**config.mk**
```make
export PLATFORM = sky130hd
export DESIGN_NAME = multi_valve_timed_sequencer
export DESIGN_NICKNAME = d
export VERILOG_FILES = /design/src/sv/mvts_pkg.sv /design/src/sv/multi_valve_timed_sequencer.sv
export SDC_FILE = /design/constraint.sdc
export NUM_CORES = 1
export LEC_CHECK = 0
export BUFFER_PORTS_ARGS = -buffer_cell sky130_fd_sc_hd__buf_4
export CAP_MARGIN = 20
export CORE_MARGIN = 1
export CORE_UTILIZATION = 60
export CTS_BUF_LIST = sky130_fd_sc_hd__clkbuf_2 sky130_fd_sc_hd__clkbuf_4 sky130_fd_sc_hd__clkbuf_8
export CTS_CLUSTER_DIAMETER = 200
export DETAILED_ROUTE_END_ITERATION = 10
export GPL_ROUTABILITY_DRIVEN = 0
export GPL_TIMING_DRIVEN = 1
export PLACE_DENSITY = 0.83
export SETUP_SLACK_MARGIN = 0.1
export SKIP_CTS_REPAIR_TIMING = 1
export SLEW_MARGIN = 20
export SYNTH_ARGS = -nofsm -noshare
export SYNTH_HDL_FRONTEND = slang
export SYNTH_SLANG_ARGS = --single-unit
```
**constraint.sdc**
```tcl
create_clock -name clk -period 10.1 [get_ports clk]
set_input_delay 2.02 -clock clk [delete_from_list [all_inputs] [get_ports clk]]
set_output_delay 2.02 -clock clk [all_outputs]
set_load 0.1 [all_outputs]
```
**src/sv/mvts_pkg.sv**
```systemverilog
package mvts_pkg;

  localparam int VALVES = 4;
  localparam int VIDX_W = (VALVES > 1) ? $clog2(VALVES) : 1;
  localparam int MAX_EVENTS = 8;
  localparam int EVIDX_W = $clog2(MAX_EVENTS);
  localparam int EVCNT_W = EVIDX_W + 1;

  // command codes carried in s_tuser
  localparam logic [2:0] FUNC_TICK      = 3'd0;
  localparam logic [2:0] FUNC_OPEN      = 3'd1;
  localparam logic [2:0] FUNC_CLOSE     = 3'd2;
  localparam logic [2:0] FUNC_CLOSE_ALL = 3'd3;
  localparam logic [2:0] FUNC_REPORT    = 3'd4;

  // valve modes, also the reported event state
  localparam logic [1:0] MODE_CLOSED = 2'd0;
  localparam logic [1:0] MODE_OPEN   = 2'd1;
  localparam logic [1:0] MODE_MOVING = 2'd2;

  // register indexes, decoded from paddr[2]
  localparam logic REG_TRANSITION_DELAY = 1'b0;
  localparam logic REG_MAX_DURATION     = 1'b1;

  localparam logic [7:0]  TRANSITION_DELAY_RST = 8'd15;
  localparam logic [15:0] MAX_DURATION_RST     = 16'd3600;

  typedef enum logic [4:0] {
    ST_IDLE   = 5'b00001,
    ST_TICK_T = 5'b00010,
    ST_TICK_C = 5'b00100,
    ST_CMD    = 5'b01000,
    ST_EMIT   = 5'b10000
  } state_t;

  typedef struct packed {
    logic [1:0]  mode;
    logic        heading;
    logic        drive;
    logic [7:0]  tleft;
    logic        trun;
    logic [15:0] cleft;
    logic        crun;
  } valve_t;

endpackage

```
**src/sv/multi_valve_timed_sequencer.sv**
```systemverilog
// Timed sequencer for VALVES motorized valves. Commands arrive on the s_ stream
// (s_tuser = func), result items leave on the m_ stream, one per reported event
// or a single item with has_event (m_tuser) low; m_tlast marks the final item.
// One per-valve step unit (a shared 16-bit countdown decrement/compare and the
// mode update) is walked over the valves by a small sequencer, one valve per
// cycle, and s_tready is low until the last result of an item is transferred.
// After a command is accepted, a tick runs a transition pass over all valves,
// then an auto-close pass; close all and report all run one pass over all
// valves, open or close steps only the addressed valve, and a rejected command
// steps none; then one result item (at least one) per cycle while m_tready is
// high. With 4 valves a tick gives 1 to 8 result items. Registers: transition_delay at
// address 0x0, max_duration at 0x4; write them only while idle.
module multi_valve_timed_sequencer (
  input  logic        clk,
  input  logic        rst,
  // APB configuration port
  input  logic        psel,
  input  logic        penable,
  input  logic        pwrite,
  input  logic [2:0]  paddr,
  input  logic [31:0] pwdata,
  output logic [31:0] prdata,
  output logic        pready,
  // command stream
  input  logic        s_tvalid,
  output logic        s_tready,
  input  logic [23:0] s_tdata,  // [3:0] valve_index, [19:4] open duration, rest zero
  input  logic [2:0]  s_tuser,  // [2:0] func
  // result stream
  output logic        m_tvalid,
  input  logic        m_tready,
  output logic [15:0] m_tdata,  // [3:0] event_valve, [5:4] event_state, [6] accepted,
                                // [10:7] drive_bits, rest zero
  output logic        m_tuser,  // [0] has_event
  output logic        m_tlast
);
  import mvts_pkg::*;

  state_t state;

  logic [7:0]  transition_delay;
  logic [15:0] max_duration;

  valve_t valves [VALVES];

  logic [2:0]        op;
  logic [15:0]       dur;
  logic              acc;
  logic [VIDX_W-1:0] vi;

  logic [3:0]         ev_valve [MAX_EVENTS];
  logic [1:0]         ev_state [MAX_EVENTS];
  logic [EVCNT_W-1:0] ev_cnt;
  logic [EVIDX_W-1:0] rd;

  valve_t      cur;
  valve_t      nxt;
  logic        push;
  logic [1:0]  push_st;
  logic        step_en;
  logic        vi_last;
  logic [15:0] cnt_in;
  logic [15:0] cnt_dec;
  logic        cnt_done;

  logic [3:0]  valve_index;
  logic [15:0] req_dur;
  logic        idx_ok;
  logic        s_xfer;
  logic        m_xfer;
  logic        cfg_wr;

  logic [3:0]  drive_bits;
  logic        has_event;
  logic        out_last;

  assign valve_index = s_tdata[3:0];
  assign req_dur     = s_tdata[19:4];
  assign idx_ok      = {1'b0, valve_index} < 5'(VALVES);
  assign s_tready    = (state == ST_IDLE);
  assign s_xfer      = s_tvalid && s_tready;
  assign m_tvalid    = (state == ST_EMIT);
  assign m_xfer      = m_tvalid && m_tready;

  // APB
  assign pready = 1'b1;
  assign cfg_wr = psel && penable && pwrite && pready;
  assign prdata = (paddr[2] == REG_MAX_DURATION) ? {16'b0, max_duration}
                                                 : {24'b0, transition_delay};

  always_ff @(posedge clk) begin
    if (rst) begin
      transition_delay <= TRANSITION_DELAY_RST;
      max_duration     <= MAX_DURATION_RST;
    end else if (cfg_wr) begin
      if (paddr[2] == REG_MAX_DURATION) begin
        max_duration <= pwdata[15:0];
      end else begin
        transition_delay <= pwdata[7:0];
      end
    end
  end

  // shared step unit on the valve selected by vi
  assign cur      = valves[vi];
  assign vi_last  = (vi == VIDX_W'(VALVES - 1));
  assign step_en  = (state == ST_TICK_T) || (state == ST_TICK_C) || (state == ST_CMD);
  assign cnt_in   = (state == ST_TICK_T) ? {8'b0, cur.tleft} : cur.cleft;
  assign cnt_dec  = cnt_in - 16'd1;
  assign cnt_done = (cnt_in <= 16'd1);

  always_comb begin
    nxt     = cur;
    push    = 1'b0;
    push_st = cur.mode;
    unique case (state)
      ST_TICK_T: begin
        if (cur.trun) begin
          if (cnt_done) begin
            nxt.tleft = 8'd0;
            nxt.trun  = 1'b0;
            nxt.mode  = cur.heading ? MODE_OPEN : MODE_CLOSED;
            push      = 1'b1;
            push_st   = nxt.mode;
          end else begin
            nxt.tleft = cnt_dec[7:0];
          end
        end
      end
      ST_TICK_C: begin
        if (cur.crun) begin
          if (cnt_done) begin
            nxt.cleft   = 16'd0;
            nxt.crun    = 1'b0;
            nxt.drive   = 1'b0;
            nxt.heading = 1'b0;
            nxt.mode    = MODE_MOVING;
            nxt.tleft   = transition_delay;
            nxt.trun    = 1'b1;
            push        = 1'b1;
            push_st     = MODE_MOVING;
          end else begin
            nxt.cleft = cnt_dec;
          end
        end
      end
      ST_CMD: begin
        case (op) inside
          FUNC_OPEN: begin
            nxt.cleft = dur;
            nxt.crun  = 1'b1;
            if (cur.mode != MODE_OPEN) begin
              nxt.drive   = 1'b1;
              nxt.heading = 1'b1;
              nxt.mode    = MODE_MOVING;
              nxt.tleft   = transition_delay;
              nxt.trun    = 1'b1;
              push        = 1'b1;
              push_st     = MODE_MOVING;
            end
          end
          FUNC_CLOSE, FUNC_CLOSE_ALL: begin
            nxt.cleft = 16'd0;
            nxt.crun  = 1'b0;
            if (cur.mode != MODE_CLOSED) begin
              nxt.drive   = 1'b0;
              nxt.heading = 1'b0;
              nxt.mode    = MODE_MOVING;
              nxt.tleft   = transition_delay;
              nxt.trun    = 1'b1;
              push        = 1'b1;
              push_st     = MODE_MOVING;
            end
          end
          FUNC_REPORT: begin
            push = 1'b1;
          end
          default: ;
        endcase
      end
      default: ;
    endcase
  end

  always_ff @(posedge clk) begin
    if (rst) begin
      for (int i = 0; i < VALVES; i++) begin
        valves[i] <= '0;
      end
    end else if (step_en) begin
      valves[vi] <= nxt;
    end
  end

  // event buffer; events past the last slot are dropped
  always_ff @(posedge clk) begin
    if (step_en && push && (ev_cnt < EVCNT_W'(MAX_EVENTS))) begin
      ev_valve[ev_cnt[EVIDX_W-1:0]] <= 4'(vi);
      ev_state[ev_cnt[EVIDX_W-1:0]] <= push_st;
    end
  end

  // sequencer
  always_ff @(posedge clk) begin
    if (rst) begin
      state  <= ST_IDLE;
      op     <= FUNC_TICK;
      dur    <= '0;
      acc    <= 1'b0;
      vi     <= '0;
      ev_cnt <= '0;
      rd     <= '0;
    end else begin
      if (step_en && push && (ev_cnt < EVCNT_W'(MAX_EVENTS))) begin
        ev_cnt <= ev_cnt + EVCNT_W'(1);
      end
      unique case (state)
        ST_IDLE: begin
          if (s_xfer) begin
            op     <= s_tuser;
            dur    <= (req_dur > max_duration) ? max_duration : req_dur;
            ev_cnt <= '0;
            rd     <= '0;
            case (s_tuser) inside
              FUNC_TICK: begin
                acc   <= 1'b1;
                vi    <= '0;
                state <= ST_TICK_T;
              end
              FUNC_OPEN, FUNC_CLOSE: begin
                vi  <= valve_index[VIDX_W-1:0];
                acc <= idx_ok;
                if (idx_ok) begin
                  state <= ST_CMD;
                end else begin
                  state <= ST_EMIT;
                end
              end
              FUNC_CLOSE_ALL, FUNC_REPORT: begin
                acc   <= 1'b1;
                vi    <= '0;
                state <= ST_CMD;
              end
              default: begin
                acc   <= 1'b0;
                vi    <= '0;
                state <= ST_EMIT;
              end
            endcase
          end
        end
        ST_TICK_T: begin
          if (vi_last) begin
            vi    <= '0;
            state <= ST_TICK_C;
          end else begin
            vi <= vi + VIDX_W'(1);
          end
        end
        ST_TICK_C: begin
          vi <= vi + VIDX_W'(1);
          if (vi_last) begin
            state <= ST_EMIT;
          end
        end
        ST_CMD: begin
          vi <= vi + VIDX_W'(1);
          if (vi_last || op == FUNC_OPEN || op == FUNC_CLOSE) begin
            state <= ST_EMIT;
          end
        end
        ST_EMIT: begin
          if (m_xfer) begin
            if (out_last) begin
              state <= ST_IDLE;
            end else begin
              rd <= rd + EVIDX_W'(1);
            end
          end
        end
        default: state <= ST_IDLE;
      endcase
    end
  end

  // result item
  always_comb begin
    drive_bits = '0;
    for (int i = 0; i < 4; i++) begin
      if (i < VALVES) begin
        drive_bits[i] = valves[i].drive;
      end
    end
  end

  assign has_event = (ev_cnt != '0);
  assign out_last  = !has_event || ({1'b0, rd} == ev_cnt - EVCNT_W'(1));
  assign m_tlast   = out_last;
  assign m_tuser   = has_event;
  assign m_tdata   = {5'b0, drive_bits, acc,
                      has_event ? ev_state[rd] : 2'b0,
                      has_event ? ev_valve[rd] : 4'b0};

endmodule
```
=== After elaboration in Yosys (flattened, before gate mapping) ===
Memories as Yosys holds them, arrays and structs flattened. A register that Yosys moved wholly into a read port is not among the register bits.
Cells that the tools add are included.

* Bits in registers: 58
* Logic and storage cells: 153
* Input port bits: 69
* Memories kept: 3
* RAM bits: 152

{| class="wikitable"
|+ Memories
! name !! depth !! bits a word !! rd ports !! clocked after memory_dff !! write ports !! line !! text
|-
| valves || 4 || 30 || 5 || 1 || 4 || multi_valve_timed_sequencer.sv:44 || <nowiki>valve_t valves [VALVES];</nowiki>
|-
| ev_state || 8 || 2 || 1 || 1 || 1 || multi_valve_timed_sequencer.sv:52 || <nowiki>logic [1:0] ev_state [MAX_EVENTS];</nowiki>
|-
| ev_valve || 8 || 2 || 1 || 1 || 1 || multi_valve_timed_sequencer.sv:51 || <nowiki>logic [3:0] ev_valve [MAX_EVENTS];</nowiki>
|}

* Reduce and logical (&&, ||, !) cells: 28
* Add/sub/neg operators: 5
* Muxes and demuxes: 80
* Order comparisons: 4
* Bitwise logic cells: 1
* Equal/unequal tests: 23

{| class="wikitable"
|+ Operator list
! operator !! count
|-
| $mux 30 || 4
|-
| $mux 16 || 4
|-
| $mux 5 || 10
|-
| $mux 13 || 3
|-
| $pmux 17 s2 || 1
|-
| $mux 2 || 16
|-
| $reduce_or 30->1 || 1
|-
| $pmux 9 s3 || 1
|-
| $pmux 5 s5 || 1
|-
| $mux 1 || 21
|-
| $mux 3 || 7
|-
| $pmux 2 s3 || 3
|-
| $gt 16x16->1 || 1
|-
| $le 16x1->1 const B || 1
|-
| $mux 4 || 4
|-
| $sub 16x1->16 const B || 1
|-
| $eq 3x2->1 const B || 4
|-
| $ne 2x1->1 const B || 5
|-
| $mux 9 || 1
|-
| $mux 8 || 1
|-
| $reduce_and 2->1 || 4
|-
| $reduce_or 2->1 || 4
|-
| $eq 3x1->1 const B || 2
|-
| $eq 3x3->1 const B || 2
|-
| 27 further kinds || 39
|}

=== Longest topological paths before layout ===
* Word-level depth: 11
* Gate-level depth with buffers: 15
* Mapped depth without buffers: 11

=== Least setup slack after synthesis ===
No wires, ideal clock.

* Kind: input to output
* Start point: input port paddr[2]
* End point: output port prdata[10]
* Buffers on the path: 0
* Slack: 4.619 ns
* Data arrival time: 3.461 ns
* Stages on the path: 2
* Cells stage by stage: clkinv_1 > nor2_1

* Cells in the longest elaborated chain, start to end: 1

{| class="wikitable"
|+ Ends and longest elaborated chain
! element !! line !! text
|-
| start, declared || multi_valve_timed_sequencer.sv:20 || <nowiki>input logic [2:0] paddr,</nowiki>
|-
| $mux 16 || multi_valve_timed_sequencer.sv:88 || <nowiki>assign prdata = (paddr[2] == REG_MAX_DURATION) ? {16'b0, max_duration}</nowiki>
|-
| end, declared || multi_valve_timed_sequencer.sv:22 || <nowiki>output logic [31:0] prdata,</nowiki>
|}

No other way between the ends.

=== Worst setup path after layout ===
* Start point: input port paddr[2]
* End point: output port prdata[8]

The elaborated chain is that of the path after synthesis.

==> out/results.tsv <==
stage	metric	value	unit
outcome	status	complete, no violations	
worst_setup_path	crit_arrival	2.94	ns
synth	async_flop_share	0	%
route	avgViaCountPerCell	6.37	
timing	post-route-min-period	4.96	ns
route	ant_nets	0	
floorplan	start_util	61.6	%
layout	final_cell_mix	nor2_1, edfxtp_1, buf_4, nand2_1, dfxtp_1	
timing	tns	0	ns
pwr	p_per_area	179	nW/um^2
synth	syn-instance-count	1077	
route	wl_per_cell	20.8	um
synth	ys_seq_area_share	50.2	%
synth	netlist_area	11600	sq um
global_routing	grt-ovfl-total	0	
worst_setup_path	ff2ff_path_depth	10	
worst_setup_path	start_kind	input port	
layout	drive_above_1_share	19.8	%
worst_setup_path	crit_type	in -> out	
synth	ys_warn_count	0	
place	port_buffers	75	
floorplan	top_level_ports	122	
route	wl	29.4	mm
worst_setup_path	cp_cell_sequence	buf_4, clkinv_1, nor2_1, buf_4	
pwr	vdd_ir_drop_max	130	uV
worst_hold_path	min_path_type	reg -> reg	
layout	multi_input_area	5220	sq um
clocking	clk_pin_slew	0.06	ns
global_routing	antenna_found_initial	0	
layout	area_delta_synth_final	11.5	%
floorplan	core_area	18800	sq um
route	drtIter0Drc	1015	
timing	tightest_slew	1.01	ns
worst_setup_path	crit_required	8.08	ns
synth	ys_ff_latch	215	
synth	synth-edff-count	152	
synth	yosysUniqueCellTypes	76	
clocking	cts_tree	done	
timing	clock_skew	0.0194	ns
timing	period_share	49.1	%
layout	diodes	0	
global_routing	grt_util_all_layers	30.0	%
global_routing	grt_pass1_wl	46.1	mm
place	hpwl	19.7	mm
timing	grt_setup_unrepaired	false	
place	dpl.cell_count	1350	
worst_setup_path	critPathMaxStageDelay	0.31	ns
timing	hold_viol	0	
floorplan	placementRows	50	
clocking	cts_buffer_depth	3	
worst_setup_path	timing.critical_path.fanout_max	11	
floorplan	die_y	141	um
synth	synthFlopType	edfxtp_1	
timing	setup_viol	0	
place	postPlaceCellArea	12200	sq um
clocking	cts_buffers	36	
clocking	htreeDepth	2	
flow_run	cap_violations	0	
route	route.vias.total	9010	
timing	slew_violations	0	
timing	max_clock_freq	202	MHz
clocking	cts_root_buf	clkbuf_8	
worst_setup_path	endpoint_kind	primary output	
worst_setup_path	cpMaxStageDelayCell	buf_4	
floorplan	die_area	19900	sq um
global_routing	grt_max_degree	56	
worst_setup_path	cpMostUsedCell	buf_4	
clocking	clock-sinks	215	
layout	final_cell_area	12900	sq um
global_routing	grt_pass1_vias	8581	
floorplan	die_w	141	um
layout	layout_commonest_cell	nor2_1	
pwr	p_leak	4.69	nW
layout	layout.area.seq	5830	sq um
layout	num-fill-cells	1374	
layout	nets	1220	
synth	syn_avg_cell_area	10.8	sq um
worst_hold_path	holdPathStages	2	
timing	slew_headroom	32.1	%
layout	final_cells	1415	
pwr	power.total	2.32	mW
route	route.detailed.drc	0	
route	drt_first_pass_iters	6	
clocking	clock_latency	0.52	ns
-- worst max-delay path, delay by kind of cell --
| family | cells | cell delay, ns |
|---|---|---|
| and+or+nand+nor | 1 | 0.18 |
| buffers and inverters | 3 | 0.73 |
-- per-stage QoR --
step           utilization, %  worst slack (ns)  hold slack, ns
2_1_floorplan               -              4.62           0.428
3_3_place_gp             64.7              5.17           0.441
3_5_place_dp             64.7              5.15           0.447
4_1_cts                  68.5              5.14           0.455
5_1_grt                  68.6              5.06           0.476
6_report                 68.6              5.14           0.457
-- registers in the layout, indices dropped and copies added (netlist names), 4 cells and up, named ones only --
signal / count
transition_delay: 8
ev_cnt: 4
ev_state: 16
max_duration: 16
state: 5
dur: 16
ev_valve: 16
valves: 120
-- routing by layer --
layer | track usage [%] | part of all wire, % | vias up
met3 | 6.11 | 8.9 | 100
li1 | - | - | 4108
met4 | 14.0 | 4.5 | 0
met5 | 0 | 0 | -
met2 | 48.6 | 47 | 472
met1 | 39.0 | 39 | 4330
-- cell families after synthesis --
family	after synthesis	synth area share, %
and+or+nand+nor	406	17.1
DFF	215	50.2
AOI/OAI and AO/OA	207	12.9
buffers and inverters	137	5.71
muxes	72	10.3
adders and majority gates	23	2.48
xor gates and xnor gates	15	1.13
other	2	0.0648
-- final cells by class --
cell class | instances | area share, %
inverters | 36 | 1.05
multi-input cells | 747 | 40.4
well taps | 260 | 2.52
clock buffers | 53 | 4.97
flip-flops and latches | 215 | 45.1
repair buffers | 92 | 5.34
clock inverters | 12 | 0.639
-- report_power, final --
group          internal [mW]  total [mW]  switching [mW]
sequential             0.989        1.04          0.0463
clock                  0.435       0.774           0.340
combinational          0.162       0.507           0.345
total                   1.59        2.32           0.731
-- synth_stat cells (6+ instances only) --
| library cell | n | share of area, % |
|---|---|---|
| o211ai_1 | 8 | 0.52 |
| xnor2_1 | 12 | 0.91 |
| ha_1 | 23 | 2.5 |
| a22o_1 | 7 | 0.53 |
| nor2b_1 | 9 | 0.49 |
| dfxtp_1 | 63 | 11 |
| edfxtp_1 | 152 | 39 |
| buf_2 | 7 | 0.30 |
| o21a_1 | 9 | 0.58 |
| o31ai_1 | 22 | 1.4 |
| mux4_2 | 37 | 7.2 |
| nor2_1 | 173 | 5.6 |
| a211o_1 | 8 | 0.60 |
| buf_4 | 29 | 1.9 |
| a32oi_1 | 17 | 1.3 |
| mux2_2 | 11 | 1.1 |
| or3_1 | 8 | 0.43 |
| nand2_1 | 77 | 2.5 |
| nand2b_1 | 12 | 0.65 |
| or4_1 | 16 | 1.0 |
| nor4_1 | 21 | 1.1 |
| nand3_1 | 26 | 1.1 |
| and2_1 | 8 | 0.43 |
| clkbuf_1 | 56 | 1.8 |
| a21oi_1 | 50 | 2.2 |
| inv_1 | 34 | 1.1 |
| a31oi_1 | 7 | 0.38 |
| nor3_1 | 23 | 0.99 |
| mux2i_1 | 22 | 1.9 |
| nand4_1 | 6 | 0.32 |
| o21ai_0 | 24 | 1.0 |
-- path summary, 6_finish.rpt --
path                                        end  slack (ns)                          start
setup / recovery                      prdata[8]        5.14                       paddr[2]
hold / removal    max_duration[13]$_SDFFE_PP0P_        0.46  max_duration[13]$_SDFFE_PP0P_
setup reg to reg       ev_valve[0][1]$_DFFE_PP_        5.67          state[3]$_SDFFE_PP0P_
hold reg to reg   max_duration[13]$_SDFFE_PP0P_        0.46  max_duration[13]$_SDFFE_PP0P_
No activity file was read; power rests on OpenSTA's default activity.
